--- config.mk ---
export PLATFORM = sky130hd
export DESIGN_NAME = ipv4_dotted_quad_parser
export DESIGN_NICKNAME = d
export VERILOG_FILES = /design/src/rtl/core/ipv4dq_pkg.sv /design/src/rtl/core/ipv4dq_core.sv /design/src/rtl/core/ipv4_dotted_quad_parser.sv
export VERILOG_INCLUDE_DIRS = /design/src /design/src/rtl/core
export SDC_FILE = /design/constraint.sdc
export NUM_CORES = 1
export LEC_CHECK = 0
export BUFFER_PORTS_ARGS = -buffer_cell sky130_fd_sc_hd__buf_2
export CORE_MARGIN = 10
export CORE_UTILIZATION = 35
export CTS_CLUSTER_SIZE = 12
export DETAILED_ROUTE_END_ITERATION = 7
export PLACE_DENSITY = 0.5
export SYNTH_ARGS = -nofsm -noshare
export SYNTH_HDL_FRONTEND = slang
export SYNTH_SLANG_ARGS = --single-unit
--- constraint.sdc ---
create_clock -name clk -period 3.2 [get_ports clk]
set_input_delay 0.64 -clock clk [delete_from_list [all_inputs] [get_ports clk]]
set_output_delay 0.64 -clock clk [all_outputs]
set_load 0.01 [all_outputs]
--- src/rtl/core/ipv4_dotted_quad_parser_assert.svh ---
// assertion macros shared by the parser rtl
`ifndef IPV4_DOTTED_QUAD_PARSER_ASSERT_SVH
`define IPV4_DOTTED_QUAD_PARSER_ASSERT_SVH

// same-cycle implication, checked only out of reset
`define DQ_ASSERT_NOW(label, clk, rst_n, ante, cons) \
    label: assert property (@(posedge clk) disable iff (!rst_n) (ante) |-> (cons)) \
        else $error("parser assertion failed");

// next-cycle implication, checked only out of reset
`define DQ_ASSERT_NEXT(label, clk, rst_n, ante, cons) \
    label: assert property (@(posedge clk) disable iff (!rst_n) (ante) |=> (cons)) \
        else $error("parser assertion failed");

`endif

--- src/rtl/core/ipv4dq_pkg.sv ---
// types and constants for the dotted quad parser
package ipv4dq_pkg;

    localparam logic [7:0] CH_DOT    = 8'h2E;
    localparam logic [7:0] CH_ZERO   = 8'h30;
    localparam logic [7:0] CH_NINE   = 8'h39;
    localparam logic [9:0] OCTET_MAX = 10'd255;
    localparam logic [1:0] LAST_PART = 2'd3;
    localparam logic [1:0] MAX_DIGITS = 2'd3;

    typedef struct packed {
        logic [7:0] char_code;
        logic       is_end;
    } item_t;

    typedef struct packed {
        logic        valid_res;
        logic [31:0] address;
    } result_t;

endpackage

--- src/rtl/core/ipv4dq_core.sv ---
// parse state registers and per-character update
`include "ipv4_dotted_quad_parser_assert.svh"

module ipv4dq_core
(
    input  logic              clk,
    input  logic              rst_n,
    input  logic              step,
    input  ipv4dq_pkg::item_t item,
    output ipv4dq_pkg::result_t result
);

    logic [1:0]  part_index_reg, part_index_next;
    logic [1:0]  digit_count_reg, digit_count_next;
    logic [9:0]  part_value_reg, part_value_next;
    logic        lead_zero_reg, lead_zero_next;
    logic [23:0] prefix_reg, prefix_next;
    logic        error_reg, error_next;

    logic        is_digit;
    logic [3:0]  digit;
    logic [9:0]  value_times_ten;
    logic        ok;

    assign is_digit = (item.char_code >= ipv4dq_pkg::CH_ZERO)
                   && (item.char_code <= ipv4dq_pkg::CH_NINE);
    assign digit = 4'(item.char_code - ipv4dq_pkg::CH_ZERO);
    // x*10 as two shifts and an add
    assign value_times_ten = {part_value_reg[6:0], 3'b000} + {part_value_reg[8:0], 1'b0};

    // end-of-string verdict from the current state
    assign ok = !error_reg && (part_index_reg == ipv4dq_pkg::LAST_PART)
             && (digit_count_reg != 2'd0) && (part_value_reg <= ipv4dq_pkg::OCTET_MAX);
    assign result.valid_res = ok;
    assign result.address   = ok ? {prefix_reg, part_value_reg[7:0]} : 32'd0;

    always_comb
    begin
        part_index_next  = part_index_reg;
        digit_count_next = digit_count_reg;
        part_value_next  = part_value_reg;
        lead_zero_next   = lead_zero_reg;
        prefix_next      = prefix_reg;
        error_next       = error_reg;
        if (item.is_end)
        begin
            part_index_next  = 2'd0;
            digit_count_next = 2'd0;
            part_value_next  = 10'd0;
            lead_zero_next   = 1'b0;
            prefix_next      = 24'd0;
            error_next       = 1'b0;
        end
        else if (!error_reg)
        begin
            if (is_digit)
            begin
                if ((digit_count_reg == ipv4dq_pkg::MAX_DIGITS)
                    || ((digit_count_reg != 2'd0) && lead_zero_reg))
                begin
                    error_next = 1'b1;
                end
                else
                begin
                    if ((digit_count_reg == 2'd0) && (digit == 4'd0))
                    begin
                        lead_zero_next = 1'b1;
                    end
                    part_value_next  = value_times_ten + {6'd0, digit};
                    digit_count_next = digit_count_reg + 2'd1;
                end
            end
            else if (item.char_code == ipv4dq_pkg::CH_DOT)
            begin
                if ((digit_count_reg == 2'd0) || (part_value_reg > ipv4dq_pkg::OCTET_MAX)
                    || (part_index_reg == ipv4dq_pkg::LAST_PART))
                begin
                    error_next = 1'b1;
                end
                else
                begin
                    prefix_next      = {prefix_reg[15:0], part_value_reg[7:0]};
                    part_index_next  = part_index_reg + 2'd1;
                    digit_count_next = 2'd0;
                    part_value_next  = 10'd0;
                    lead_zero_next   = 1'b0;
                end
            end
            else
            begin
                error_next = 1'b1;
            end
        end
    end

    always_ff @(posedge clk or negedge rst_n)
    begin
        if (!rst_n)
        begin
            part_index_reg  <= 2'd0;
            digit_count_reg <= 2'd0;
            part_value_reg  <= 10'd0;
            lead_zero_reg   <= 1'b0;
            prefix_reg      <= 24'd0;
            error_reg       <= 1'b0;
        end
        else if (step)
        begin
            part_index_reg  <= part_index_next;
            digit_count_reg <= digit_count_next;
            part_value_reg  <= part_value_next;
            lead_zero_reg   <= lead_zero_next;
            prefix_reg      <= prefix_next;
            error_reg       <= error_next;
        end
    end

    // a full three-digit part without a leading zero is at least one hundred
    `DQ_ASSERT_NOW(a_three_digits_big, clk, rst_n,
        (digit_count_reg == ipv4dq_pkg::MAX_DIGITS), (part_value_reg >= 10'd100))
    // a leading zero part never grows past one digit
    `DQ_ASSERT_NOW(a_lead_zero_single, clk, rst_n,
        lead_zero_reg, (digit_count_reg == 2'd1) && (part_value_reg == 10'd0))
    // end marker returns the parser to its starting state
    `DQ_ASSERT_NEXT(a_end_clears, clk, rst_n, step && item.is_end,
        (part_index_reg == 2'd0) && (digit_count_reg == 2'd0) && !error_reg
        && (prefix_reg == 24'd0))

endmodule

--- src/rtl/core/ipv4_dotted_quad_parser.sv ---
// top level of the strict dotted-decimal ipv4 parser
//
// input channel: one string byte per transfer on char_code, closed by a
// transfer with is_end high (char_code ignored then). a transfer happens at
// a rising clk edge with in_valid high and in_stall low.
// output channel: one transfer per end marker, carrying valid_res and
// address (first octet in bits 31:24, zero when the string is not valid).
// the receiver holds out_stall high to keep the result waiting.
// throughput: one character per cycle while no end marker waits for the result
// slot, set by the state update between the input register and the result register.
// after the end marker transfer, the verdict passes the input register and then
// the result register before out_valid rises.
// when the receiver stalls, characters keep flowing; only an end marker
// waits in the input register while the previous result is still pending,
// and in_stall rises for that time.
// reset (rst_n low, asynchronous) empties both registers and clears the
// parse state, so the next byte starts a new string.
`include "ipv4_dotted_quad_parser_assert.svh"

module ipv4_dotted_quad_parser
(
    input  logic        clk,
    input  logic        rst_n,
    input  logic        in_valid,
    output logic        in_stall,
    input  logic [7:0]  char_code,
    input  logic        is_end,
    output logic        out_valid,
    input  logic        out_stall,
    output logic        valid_res,
    output logic [31:0] address
);

    // input register
    logic                in_valid_reg;
    ipv4dq_pkg::item_t   in_item_reg;

    // result register
    logic                out_valid_reg;
    ipv4dq_pkg::result_t out_res_reg;

    ipv4dq_pkg::result_t core_res;
    logic                out_free;
    logic                step;
    logic                take_in;

    // result slot is usable if empty or being drained this cycle
    assign out_free = !out_valid_reg || !out_stall;
    // characters always step; an end marker needs room for its result
    assign step     = in_valid_reg && (!in_item_reg.is_end || out_free);
    assign in_stall = in_valid_reg && !step;
    assign take_in  = in_valid && !in_stall;

    ipv4dq_core u_core
    (
        .clk    (clk),
        .rst_n  (rst_n),
        .step   (step),
        .item   (in_item_reg),
        .result (core_res)
    );

    always_ff @(posedge clk or negedge rst_n)
    begin
        if (!rst_n)
        begin
            in_valid_reg  <= 1'b0;
            out_valid_reg <= 1'b0;
        end
        else
        begin
            if (take_in)
            begin
                in_valid_reg <= 1'b1;
            end
            else if (step)
            begin
                in_valid_reg <= 1'b0;
            end

            if (step && in_item_reg.is_end)
            begin
                out_valid_reg <= 1'b1;
            end
            else if (!out_stall)
            begin
                out_valid_reg <= 1'b0;
            end
        end
    end

    // payload registers, no reset
    always_ff @(posedge clk)
    begin
        if (take_in)
        begin
            in_item_reg.char_code <= char_code;
            in_item_reg.is_end    <= is_end;
        end
        if (step && in_item_reg.is_end)
        begin
            out_res_reg <= core_res;
        end
    end

    assign out_valid = out_valid_reg;
    assign valid_res = out_res_reg.valid_res;
    assign address   = out_res_reg.address;

    // a pending end marker with a blocked result slot must hold the input
    `DQ_ASSERT_NOW(a_end_waits, clk, rst_n,
        in_valid_reg && in_item_reg.is_end && out_valid_reg && out_stall, in_stall)
    // a character never blocks the input channel
    `DQ_ASSERT_NOW(a_char_flows, clk, rst_n, in_valid_reg && !in_item_reg.is_end, !in_stall)
    // a finished end marker always lands in the result register
    `DQ_ASSERT_NEXT(a_result_lands, clk, rst_n, step && in_item_reg.is_end, out_valid_reg)

endmodule

# ---- Yosys cells after proc, flatten, opt, wreduce, memory -nomap -nowiden
# Index checks and enable logic that the tools add are counted.
dict set report word_totals {
  ff_bits 84
  wordCells 100
  output_inout_bits 35
  input_bits 13
}
dict set report op_classes {
  add_sub_neg 5
  reduce_logical 30
  muxes 39
  eq_ne 10
  order_cmp 4
}
# cell n
set ops {}
lappend ops {{24-bit two-way mux} 5}
lappend ops {{10-bit two-way mux} 6}
lappend ops {{2-bit two-way mux} 11}
lappend ops {{1-bit two-way mux} 17}
lappend ops {{10-bit adder} 1}
lappend ops {{10-bit by 4-bit adder with 10-bit output} 1}
lappend ops {{10-bit by 8-bit > comparator with 1-bit output (second input constant)} 1}
lappend ops {{10-bit by 8-bit <= comparator with 1-bit output (second input constant)} 1}
lappend ops {{1-bit logical AND} 10}
lappend ops {{5-bit AND reduction} 2}
lappend ops {{8-bit by 6-bit == test with 1-bit output (second input constant)} 1}
lappend ops {{8-bit by 6-bit greater-or-equal comparator with 1-bit output (second input constant)} 1}
lappend ops {{8-bit by 6-bit <= comparator with 1-bit output (second input constant)} 1}
lappend ops {{1-bit logical NOT} 6}
lappend ops {{2-bit inequality test (second input constant)} 3}
lappend ops {{3-bit inequality test (second input constant)} 2}
lappend ops {{6-bit AND reduction} 1}
lappend ops {{2-bit nonzero test} 3}
lappend ops {{1-bit logical OR} 5}
lappend ops {{2-bit by 1-bit adder with 2-bit output (second input constant)} 2}
lappend ops {{2-bit == test (second input constant)} 2}
lappend ops {{4-bit logical NOT} 1}
lappend ops {{4-bit by 1-bit subtractor with 4-bit output (second input constant)} 1}
lappend ops {{3-bit by 2-bit inequality test with 1-bit output (second input constant)} 1}
lappend ops {{other kinds (3)} 3}

# ---- Longest topological paths before layout
# Gate-level depths: netlist of run 1.
dict set report logic_depth {
  depth_word 9
  depth_mapped 9
}

# ---- Modules after synthesis
# From an unflattened synthesis of run 1, not the netlist that was laid out.
dict set report hier_totals {
  cells_unflattened 314
  area_unflattened_um2 3803.6
}
# mod area_each_um2 n_inst cells_each
set modules_own_cells {}
lappend modules_own_cells {ipv4dq_core 2437.3 1 260}
lappend modules_own_cells {ipv4_dotted_quad_parser 1366.3 1 54}

# ---- Worst setup path before layout of run 1
# No wires, ideal clock.
dict set report synth_timing {
  path_kind {register -> register}
  from {reg in_item_reg[4] in the netlist's numbering}
  to {reg u_core.part_value_reg[8]}
  stages_incl_launch_ff 10
  setup_time_ns 0.121
  slack_ns 0.891
  arrival_time_ns 2.188
  n_path_buf 0
  cell_sequence {edfxtp_1 inv_1 fa_1 inv_1 fa_1 a211oi_1 o21bai_1 a21oi_1 xnor2_1 a22o_1}
}
dict set report synth_between {
  elab_chain_len 6
}
# item line_no
set synth_rtl {}
lappend synth_rtl {{start, declared} ipv4_dotted_quad_parser.sv:36} ;# ipv4dq_pkg::item_t in_item_reg;
lappend synth_rtl {{4-bit by 1-bit subtractor with 4-bit output} ipv4dq_core.sv:27} ;# assign digit = 4'(item.char_code - ipv4dq_pkg::CH_ZERO);
lappend synth_rtl {{10-bit by 4-bit adder with 10-bit output} ipv4dq_core.sv:69} ;# part_value_next = value_times_ten + {6'd0, digit};
lappend synth_rtl {{10-bit two-way mux} ipv4dq_core.sv:58} ;# if ((digit_count_reg == ipv4dq_pkg::MAX_DIGITS)
lappend synth_rtl {{10-bit two-way mux} ipv4dq_core.sv:56} ;# if (is_digit)
lappend synth_rtl {{10-bit two-way mux} ipv4dq_core.sv:54} ;# else if (!error_reg)
lappend synth_rtl {{10-bit two-way mux} ipv4dq_core.sv:45} ;# if (item.is_end)
lappend synth_rtl {{end signal, assigned} ipv4dq_core.sv:111} ;# part_value_reg <= part_value_next;
lappend synth_rtl {{end, declared} ipv4dq_core.sv:15} ;# logic [9:0] part_value_reg, part_value_next;
# Several ways; a longest one is shown, not always the timed one. The select of a mux whose other input is x is not followed.
# A chain may end at the register's enable or synchronous reset.

# ---- Worst setup path after layout of run 1
dict set report layout_timing {
  from {reg u_core.digit_count_reg[0]}
  to {reg u_core.prefix_reg[15]}
}
dict set report layout_between {
  elab_chain_len 5
}
# item line_no
set layout_rtl {}
lappend layout_rtl {{start, declared} ipv4dq_core.sv:14} ;# logic [1:0] digit_count_reg, digit_count_next;
lappend layout_rtl {{start signal, assigned} ipv4dq_core.sv:110} ;# digit_count_reg <= digit_count_next;
lappend layout_rtl {{2-bit logical NOT} ipv4dq_core.sv:75} ;# if ((digit_count_reg == 2'd0) || (part_value_reg > ipv4dq_pkg::OCTET_MAX)
lappend layout_rtl {{1-bit logical OR} ipv4dq_core.sv:75}
lappend layout_rtl {{1-bit logical OR} ipv4dq_core.sv:76} ;# || (part_index_reg == ipv4dq_pkg::LAST_PART))
lappend layout_rtl {{2-bit inequality test (no source line)} n/a}
lappend layout_rtl {{5-bit AND reduction (no source line)} n/a}
lappend layout_rtl {{end signal, assigned} ipv4dq_core.sv:113} ;# prefix_reg <= prefix_next;
lappend layout_rtl {{end, declared} ipv4dq_core.sv:17} ;# logic [23:0] prefix_reg, prefix_next;
# No other way between the ends.

==> results of run 1 <==
power groups by stage:
| stage | clock (mW) | combinational [mW] | sequential (mW) |
|---|---|---|---|
| final | 0.714 | 0.104 | 1.17 |
| after global placement | 0 | 0.106 | 1.20 |
| after detailed placement | 0 | 0.108 | 1.20 |
| after floorplan | 0 | 0.0462 | 1.20 |
| after global routing | 0.782 | 0.119 | 1.18 |
| after CTS | 0.729 | 0.109 | 1.18 |
worst max-delay path: cells and delay by family (launching register included):
family	cells	cell delay (ps)
AO/OA/AOI/OAI	2	330
adder cells (fa/ha/maj)	1	210
buffers and inverters	1	60
flip-flops	1	390
AND/OR/NAND/NOR	3	1660
worst paths after layout:
kind                       cells after the start                                   from                           endpoint
hold reg to reg                                2      u_core.prefix_reg[21]$_DFFE_PN0P_  u_core.prefix_reg[21]$_DFFE_PN0P_
hold / removal                                 1                                  rst_n   u_core.prefix_reg[6]$_DFFE_PN0P_
max in group asynchronous                      1                                  rst_n              out_valid$_DFFE_PN0P_
setup reg to reg                               7  u_core.digit_count_reg[0]$_DFFE_PN0P_  u_core.prefix_reg[15]$_DFFE_PN0P_
setup / recovery                               7  u_core.digit_count_reg[0]$_DFFE_PN0P_  u_core.prefix_reg[15]$_DFFE_PN0P_
min in group clk                               1                           char_code[3]           in_item_reg[4]$_DFFE_PP_
logic make-up after synthesis:
family	synth area share
and+or+nand+nor	0.123
DFF	0.609
AOI/OAI and AO/OA	0.144
buffers and inverters	0.0356
adders and majority gates	0.0666
xor gates and xnor gates	0.0185
muxes	0.00297
routing by layer:
| layer | routed length (um) | vias up | GRT usage |
|---|---|---|---|
| met5 | 0 | - | 0 |
| met4 | 132 | 0 | 0.0496 |
| met3 | 480 | 12 | 0.0308 |
| met2 | 3760 | 55 | 0.171 |
| met1 | 3360 | 1180 | 0.128 |
| li1 | - | 1207 | - |
stage by stage:
| step | worst slack [ps] | instances | hold slack [ps] |
|---|---|---|---|
| after global routing | 239 | 496 | 431 |
| after global placement | 551 | 480 | 494 |
| after floorplan | 891 | 306 | 344 |
| after detailed placement | 477 | 480 | 498 |
| final | 455 | 496 | 434 |
| after CTS | 445 | 496 | 438 |
layout by cell type (no fill, tap or decap), types with 2 or more instances in the layout:
| master | count |
|---|---|
| a21o_1 | 2 |
| clkbuf_1 | 4 |
| a22o_1 | 11 |
| dfrtp_1 | 42 |
| nand2_1 | 32 |
| o21ai_0 | 11 |
| nand4b_1 | 2 |
| o21ai_1 | 20 |
| fa_1 | 2 |
| and2_1 | 34 |
| clkinv_2 | 2 |
| a22oi_1 | 25 |
| clkbuf_8 | 9 |
| ha_1 | 17 |
| nor4_1 | 2 |
| edfxtp_1 | 42 |
| buf_4 | 7 |
| buf_2 | 47 |
| nor2_1 | 2 |
| xor2_1 | 3 |
| or3_1 | 2 |
| nand2b_1 | 3 |
| inv_1 | 10 |
| a21oi_1 | 7 |
| xnor2_1 | 5 |
layout make-up:
cell class	count	share of cell area
Clock inverter	3	0.00923
Sequential cell	84	0.533
Clock buffer	13	0.0320
Timing Repair Buffer	54	0.0663
Inverter	10	0.00865
Tap cell	136	0.0392
Multi-Input combinational cell	196	0.312
cells in the mapped netlist, types with 2 or more instances:
cell type  count  area [um2]
clkbuf_1      11        41.3
ha_1          17         213
and2_1        34         213
edfxtp_1      42        1260
a22oi_1       25         188
nand4b_1       2        17.5
o21ai_1       20         100
buf_6          5        56.3
a21o_1         2        15.0
nor4_1         2        12.5
dfrtp_1       42        1050
xnor2_1        5        43.8
a22o_1        11        96.3
xor2_1         3        26.3
nand2_1       32         120
o21ai_0       11        55.1
nor2_1         2        7.51
or3_1          2        12.5
inv_1         10        37.5
nand2b_1       3        18.8
fa_1           2        40.0
a21oi_1        7        35.0
==> results.py, run 1 <==
metrics = {
    "global_routing": {
        "number_of_global_route_vias_before_repair": 2579,
        "grt.total_usage": 0.106,
        "gr-total-overflow": 0,
        "grt_max_degree": 43,
        "initial_antenna_violation_count": 0,
        "grt_pass1_wl_mm": 12.7,
    },
    "routing": {
        "dr_vias": 2454,
        "drt_pass1_iterations": 5,
        "drt.antenna.violating_nets": 0,
        "avgViaCountPerCell": 4.95,
        "drt_iter0_drc": 169,
        "routed_wl_mm": 7.74,
        "route.detailed.drc": 0,
        "post_drt_wl_per_cell_um": 15.6,
    },
    "setup_path": {
        "setup.worst_path.start_class": "register",
        "critPathSlowestCell": "or4_4",
        "setup.reg_to_reg.worst_slack_ps": 460,
        "worstPathRequired_ps": 3470,
        "worst-endpoint-arrival_ps": 3010,
        "critical-path-max-stage-delay_ps": 740,
        "path_class": "register to register",
        "worst_setup_path_end_kind": "register",
        "worst_path_maximum_fanout": 29,
        "crit_path_cell_trace": "inv_1 -> ha_1 -> or3_1 -> or4_4 -> nor2_4 -> a22oi_1 -> o21ai_1",
    },
    "power_and_ir_drop": {
        "pwr-share-comb": 0.052,
        "p_per_area_nw_per_um2": 459,
        "leakage_nw": 1.92,
        "cellInternalPower_mw": 1.55,
        "pwr-share-seq": 0.589,
        "switching_power_uw": 439,
        "max-vdd-ir-drop_mv": 0.158,
        "power_mw": 1.99,
        "share_clk_of_total_power": 0.358,
        "p_sw_frac": 0.220,
    },
    "run_status": {
        "status": "complete, no violations",
    },
    "clock_tree": {
        "post-cts-setup-buffers": 0,
        "cts_root_buffer": "clkbuf_8",
        "cts-htree-levels": 3,
        "cts_buffer_depth": 2,
        "num_cts_buffers": 9,
        "cts-hold-fix-buffers": 0,
        "clock_sink_count": 84,
        "cts_tree": "done",
        "ctsResizeCount": 0,
        "worstSkewPairLatency_ps": 350,
        "clk_pin_slew_ps": 80,
    },
    "floorplan": {
        "total_die_area_um2": 15400,
        "floorplan.die.height_um": 124,
        "row_count": 37,
        "io_pins": 48,
        "core_area_um2": 10500,
        "initial_core_util": 0.363,
        "dieWidth_um": 124,
    },
    "sta": {
        "final_clock_period_utilization_by_the_worst_path": 0.858,
        "max_slew_violations": 0,
        "hold_viol": 0,
        "finalSetupTns_ps": 0,
        "timing.slew.headroom": 0.359,
        "rsz0062_at_grt": "no",
        "clock-skew-final_ps": 11.2,
        "slew_at_the_pin_closest_to_its_max_slew_limit_ps": 962,
        "maxClockFrequency_ghz": 0.364,
        "layout_min_cycle_time_ps": 2740,
        "finalSetupViolCount": 0,
    },
    "place": {
        "gp_routability_congestion": 0.753,
        "dpl-instance-area_um2": 4160,
        "detailedPlacementHpwl_mm": 5.31,
        "port_buffers": 47,
    },
    "yosys": {
        "synth-edff-count": 42,
        "synth.avg_cell_area_um2": 12.4,
        "ys_warn_count": 0,
        "synth.net_count": 338,
        "postSynthRegisterBits": 84,
        "post_synth_instance_area_um2": 3790,
        "yosysUniqueCellTypes": 38,
        "synth_flop_cell": "edfxtp_1",
        "yosysSeqAreaShare": 0.609,
        "syn-instance-count": 306,
        "synth-async-reset-ratio": 0.500,
    },
    "cells_and_area": {
        "area.sequential_um2": 2310,
        "flip_flop_count_of_the_largest_register_all_copies_and_words_added": 32,
        "finish.net_count": 387,
        "final_cell_area_um2": 4340,
        "final.fill_count": 1030,
        "total_area_of_multi_input_combinational_cells_um2": 1350,
        "antenna-diode-count": 0,
        "layout.core_utilization": 0.415,
        "drive_above_1_share": 0.200,
        "syn2layout_area_growth_pct": 14.3,
    },
    "min_path": {
        "worst_hold_path_type": "input port to async pin",
    },
    "flow_run": {
        "timing.max_cap.violations": 0,
    },
}
(Power assumes the default switching activity.)
==> run 2: changes to the inputs <==
--- a/config.mk
+++ b/config.mk
@@ -8,10 +8,11 @@
 export LEC_CHECK = 0
 export BUFFER_PORTS_ARGS = -buffer_cell sky130_fd_sc_hd__buf_2
 export CORE_MARGIN = 10
-export CORE_UTILIZATION = 35
+export CORE_UTILIZATION = 40
+export CTS_BUF_LIST = sky130_fd_sc_hd__clkbuf_16
 export CTS_CLUSTER_SIZE = 12
 export DETAILED_ROUTE_END_ITERATION = 7
-export PLACE_DENSITY = 0.5
+export PLACE_DENSITY = 0.56
 export SYNTH_ARGS = -nofsm -noshare
 export SYNTH_HDL_FRONTEND = slang
 export SYNTH_SLANG_ARGS = --single-unit
==> results.py, run 2 (synthesized netlist as in run 1, its figures left out) <==
metrics = {
    "global_routing": {
        "grt_pass1_wl_mm": 12.9,
        "grt.total_usage": 0.111,
        "initial_antenna_violation_count": 0,
        "grt_max_degree": 43,
        "gr-total-overflow": 0,
        "number_of_global_route_vias_before_repair": 2535,
    },
    "clock_tree": {
        "clk_pin_slew_ps": 70,
        "post-cts-setup-buffers": 0,
        "ctsResizeCount": 0,
        "worstSkewPairLatency_ps": 340,
        "cts-htree-levels": 3,
        "clock_sink_count": 84,
        "cts_tree": "done",
        "cts-hold-fix-buffers": 0,
        "cts_root_buffer": "clkbuf_16",
        "cts_buffer_depth": 2,
        "num_cts_buffers": 9,
    },
    "min_path": {
        "worst_hold_path_type": "input port to async pin",
    },
    "floorplan": {
        "total_die_area_um2": 13800,
        "floorplan.die.height_um": 117,
        "initial_core_util": 0.411,
        "io_pins": 48,
        "core_area_um2": 9240,
        "dieWidth_um": 117,
        "row_count": 35,
    },
    "cells_and_area": {
        "final_cell_mix": "47 x buf_2, 42 x edfxtp_1, 42 x dfrtp_1, 34 x and2_1, 32 x nand2_1",
        "flip_flop_count_of_the_largest_register_all_copies_and_words_added": 32,
        "layout.core_utilization": 0.482,
        "antenna-diode-count": 0,
        "syn2layout_area_growth_pct": 17.3,
        "final_cell_area_um2": 4450,
        "final_common_cell": "buf_2",
        "finish.net_count": 386,
        "drive_above_1_share": 0.209,
    },
    "setup_path": {
        "worst_path_maximum_fanout": 7,
        "count_of_cells_along_the_worst_register_to_register_path": 8,
        "worst_setup_path_end_kind": "register",
        "setup.reg_to_reg.worst_slack_ps": 560,
        "setup.worst_path.start_class": "register",
        "worstPathRequired_ps": 3420,
        "path_class": "register to register",
        "worst-endpoint-arrival_ps": 2860,
        "timing.rr.start": "u_core.digit_count_reg[0]$_DFFE_PN0P_",
        "crit-reg2reg-capture": "u_core.part_value_reg[4]$_DFFE_PN0P_",
    },
    "routing": {
        "dr_vias": 2454,
        "drt_iter0_drc": 134,
        "post_drt_wl_per_cell_um": 15.5,
        "route.detailed.drc": 0,
        "drt_pass1_iterations": 4,
        "drt.antenna.violating_nets": 0,
        "routed_wl_mm": 7.55,
        "avgViaCountPerCell": 5.03,
    },
    "sta": {
        "rsz0062_at_grt": "no",
        "hold_viol": 0,
        "timing.slew.headroom": 0.189,
        "maxClockFrequency_ghz": 0.378,
        "max_slew_violations": 0,
        "final_clock_period_utilization_by_the_worst_path": 0.826,
        "clock-skew-final_ps": 9.99,
        "finalSetupTns_ps": 0,
        "layout_min_cycle_time_ps": 2640,
        "finalWorstSetupSlack_ps": 556,
        "finalSetupViolCount": 0,
        "slew_at_the_pin_closest_to_its_max_slew_limit_ps": 1220,
    },
    "place": {
        "detailedPlace.worstSlack_ps": 628,
        "port_buffers": 47,
        "dpl-instance-area_um2": 4140,
        "detailedPlacementHpwl_mm": 5.02,
        "gp_routability_congestion": 0.743,
    },
    "flow_run": {
        "timing.max_cap.violations": 0,
    },
    "power_and_ir_drop": {
        "max-vdd-ir-drop_mv": 0.230,
        "p_per_area_nw_per_um2": 526,
        "leakage_nw": 1.96,
    },
    "run_status": {
        "status": "complete, no violations",
    },
}
## run 2: how the worst max path moves through the flow
stage / end / startpoint / cells past startpoint / slack (ps)
floorplan: u_core.part_value_reg[8]$_DFFE_PN0P_ / in_item_reg[4]$_DFFE_PP_ / 9 / 890
global placement: address[3]$_SDFFCE_PN0P_ / out_stall / 5 / 700
detailed placement: address[5]$_SDFFCE_PN0P_ / out_stall / 5 / 630
CTS: u_core.part_value_reg[4]$_DFFE_PN0P_ / u_core.digit_count_reg[0]$_DFFE_PN0P_ / 8 / 540
global route: u_core.prefix_reg[3]$_DFFE_PN0P_ / u_core.digit_count_reg[0]$_DFFE_PN0P_ / 7 / 410
finish: u_core.part_value_reg[4]$_DFFE_PN0P_ / u_core.digit_count_reg[0]$_DFFE_PN0P_ / 8 / 560
## run 2: final cells by class
type,instances,area [um2]
Clock buffer,9,225
Clock inverter,7,81.3
Fill cell,866,4790
Inverter,10,37.5
Multi-Input combinational cell,196,1350
Sequential cell,84,2310
Tap cell,129,161
Timing Repair Buffer,53,280
## run 2: where the power goes
| group | internal [mW] | switching [mW] | leakage (nW) |
|---|---|---|---|
| clock network | 0.616 | 0.448 | 0.141 |
| registers | 1.16 | 0.0129 | 1.00 |
| logic | 0.0304 | 0.0706 | 0.821 |
## run 2: critical path: stages, from the launching register on
cell	delay, ps
dfrtp_1	380
inv_1	60
ha_1	220
or3_1	430
or3_1	420
a21oi_1	230
o21ai_0	290
buf_4	270
a22o_1	220
## run 2: per-stage QoR
step,hold slack [ps],cells,power (mW)
finish,451,488,2.34
global route,464,488,2.42
CTS,468,488,2.36
detailed placement,487,472,1.30
global placement,488,472,1.30
floorplan,344,306,1.25
## run 2: metal layers
layer / share of wire / global-route usage / wire length, um
met4: 0.015 / 0.0360 / 110
met3: 0.044 / 0.0360 / 329
met5: 0 / 0 / 0
met1: 0.48 / 0.143 / 3610
met2: 0.46 / 0.173 / 3500
==> run 3: changes to the inputs <==
--- a/config.mk
+++ b/config.mk
@@ -6,6 +6,7 @@
 export SDC_FILE = /design/constraint.sdc
 export NUM_CORES = 1
 export LEC_CHECK = 0
+export ABC_AREA = 1
 export BUFFER_PORTS_ARGS = -buffer_cell sky130_fd_sc_hd__buf_2
 export CORE_MARGIN = 10
 export CORE_UTILIZATION = 40
==> constraint.sdc (replaced) <==
create_clock -name clk -period 2.49 [get_ports clk]
set_input_delay 0.498 -clock clk [delete_from_list [all_inputs] [get_ports clk]]
set_output_delay 0.498 -clock clk [all_outputs]
set_load 0.01 [all_outputs]
==> results.py, run 3 <==
metrics = {
    "sta": {
        "maxClockFrequency_ghz": 0.451,
        "layout_min_cycle_time_ps": 2210,
        "rsz0062_at_grt": "no",
        "clock-skew-final_ps": 7.11,
        "final_clock_period_utilization_by_the_worst_path": 0.890,
        "timing.hold.ws_ps": 238,
        "finalSetupTns_ps": 0,
        "max_slew_violations": 0,
        "finalSetupViolCount": 0,
        "hold_viol": 0,
        "finalWorstSetupSlack_ps": 275,
        "timing.slew.headroom": 0.632,
        "slew_at_the_pin_closest_to_its_max_slew_limit_ps": 552,
    },
    "run_status": {
        "status": "complete, no violations",
    },
    "yosys": {
        "ys_warn_count": 0,
        "post_synth_instance_area_um2": 3880,
        "yosysSeqAreaShare": 0.595,
        "yosysMostFrequentCell": "inv_1",
        "postSynthRegisterBits": 84,
        "synth.net_count": 412,
        "syn-instance-count": 380,
        "synth_top_cell_area_share": 0.325,
        "synth-edff-count": 42,
        "synth_flop_cell": "edfxtp_1",
        "synth-async-reset-ratio": 0.500,
        "synth.avg_cell_area_um2": 10.2,
        "cell_types_with_the_largest_area_share_after_synthesis": "edfxtp_1 32%, dfrtp_1 27%, inv_1 6.3%",
        "synth_top_cells_by_count": "65 x inv_1, 61 x nand2_1, 50 x nor2_1",
        "yosysUniqueCellTypes": 30,
        "library_cell_with_the_largest_summed_area_after_synthesis": "edfxtp_1",
    },
    "cells_and_area": {
        "syn2layout_area_growth_pct": 16.6,
        "final.fill_count": 864,
        "layout.core_utilization": 0.485,
        "final_cell_mix": "65 x inv_1, 61 x nand2_1, 50 x nor2_1, 47 x buf_2",
        "flip_flop_count_of_the_largest_register_all_copies_and_words_added": 32,
        "drive_above_1_share": 0.206,
        "antenna-diode-count": 0,
        "finish.net_count": 464,
        "final_common_cell": "inv_1",
    },
    "floorplan": {
        "io_pins": 48,
        "core_area_um2": 9330,
        "dieWidth_um": 119,
        "initial_core_util": 0.416,
        "row_count": 35,
        "floorplan.die.height_um": 119,
        "total_die_area_um2": 14100,
    },
    "place": {
        "detailedPlacementHpwl_mm": 5.07,
        "detailedPlace.worstSlack_ps": 276,
        "port_buffers": 47,
        "gp_routability_congestion": 0.867,
    },
    "global_routing": {
        "grt.total_usage": 0.106,
        "gr-total-overflow": 0,
        "grt_max_degree": 43,
        "number_of_global_route_vias_before_repair": 2508,
        "initial_antenna_violation_count": 0,
        "grt_pass1_wl_mm": 12.3,
    },
    "setup_path": {
        "worst-endpoint-arrival_ps": 2420,
        "worst_path_maximum_fanout": 4,
        "setup.worst_path.start_class": "register",
        "worstPathRequired_ps": 2690,
        "crit_path_cell_trace": "inv_1 -> fa_1 -> inv_1 -> fa_1 -> nand2_1 -> nand3_1 -> or2_2 -> nand4_1 -> o21ai_1",
        "critical-path-max-stage-delay_ps": 530,
        "critPathSlowestCell": "fa_1",
        "worst_setup_path_end_kind": "register",
        "path_class": "register to register",
    },
    "power_and_ir_drop": {
        "p_per_area_nw_per_um2": 671,
        "max-vdd-ir-drop_mv": 0.330,
        "power_mw": 3.04,
        "leakage_nw": 2.07,
    },
    "routing": {
        "routed_wl_mm": 7.10,
        "post_drt_wl_per_cell_um": 12.5,
        "drt_pass1_iterations": 4,
        "route.detailed.drc": 0,
        "drt_iter0_drc": 129,
        "dr_vias": 2559,
        "drt.antenna.violating_nets": 0,
        "avgViaCountPerCell": 4.52,
    },
    "min_path": {
        "worst_hold_path_type": "input port to async pin",
    },
    "clock_tree": {
        "clock_sink_count": 84,
        "clk_pin_slew_ps": 60,
        "cts-htree-levels": 3,
        "cts_root_buffer": "clkbuf_16",
        "cts_tree": "done",
        "num_cts_buffers": 9,
        "post-cts-setup-buffers": 0,
        "ctsResizeCount": 0,
        "cts-hold-fix-buffers": 0,
        "cts_buffer_depth": 2,
        "worstSkewPairLatency_ps": 330,
    },
    "flow_run": {
        "timing.max_cap.violations": 0,
    },
}
==> run 3: critical path: cells and delay by family, from the launching register on <==
kind / cells / cell delay, ps
buf+inv: 2 / 140
flops: 1 / 380
simple gates: 4 / 500
fa+ha+maj: 2 / 1000
compound gates: 1 / 60
==> run 3: area by class of cell <==
| class | instances | area (um2) | share of cell area |
|---|---|---|---|
| sequential | 84 | 2310 | 0.511 |
| clock inverter | 7 | 75.1 | 0.0166 |
| timing repair buffer | 52 | 273 | 0.0603 |
| tap | 129 | 161 | 0.0357 |
| clock buffer | 9 | 225 | 0.0498 |
| multi-input combinational | 218 | 1230 | 0.271 |
| inverter | 67 | 251 | 0.0556 |
==> run 3: cell families after synthesis <==
group | count (synthesis) | synth area share
compound gates | 42 | 0.0702
xor+xnor | 2 | 0.00451
fa+ha+maj | 19 | 0.0651
buf+inv | 78 | 0.0883
flops | 84 | 0.595
simple gates | 155 | 0.177
==> run 3: through the flow <==
stage / cell area [um2] / instances
4_1_cts: 4530 / 566
5_1_grt: 4530 / 566
3_5_place_dp: 4230 / 550
6_report: 4530 / 566
2_1_floorplan: 3880 / 380
3_3_place_gp: 4230 / 550
==> run 3: path summary, 6_finish.rpt <==
path / from / end / slack, ps / depth (start not counted)
setup / recovery: in_item_reg[4]$_DFFE_PP_ / u_core.part_value_reg[6]$_DFFE_PN0P_ / 280 / 9
max in group asynchronous: rst_n / u_core.prefix_reg[7]$_DFFE_PN0P_ / 1870 / 2
setup reg to reg: in_item_reg[4]$_DFFE_PP_ / u_core.part_value_reg[6]$_DFFE_PN0P_ / 280 / 9
hold reg to reg: u_core.lead_zero_reg$_DFFE_PN0P_ / u_core.lead_zero_reg$_DFFE_PN0P_ / 470 / 2
min in group clk: char_code[1] / in_item_reg[2]$_DFFE_PP_ / 340 / 1
hold / removal: rst_n / u_core.prefix_reg[17]$_DFFE_PN0P_ / 240 / 2
==> run 3: routing by layer <==
layer,part of all wire,GRT usage,vias up,wire length [um]
met2,0.45,0.159,46,3190
met3,0.052,0.0357,4,371
li1,-,-,1351,-
met5,0,0,-,0
met1,0.49,0.136,1158,3490
met4,0.0062,0.0412,0,44
==> run 3: power by group <==
group          switching, mW  internal (mW)  leakage [nW]
registers             0.0220           1.51         0.986
logic                  0.125         0.0555         0.936
clock network          0.544          0.783         0.144
total                  0.690           2.35          2.07
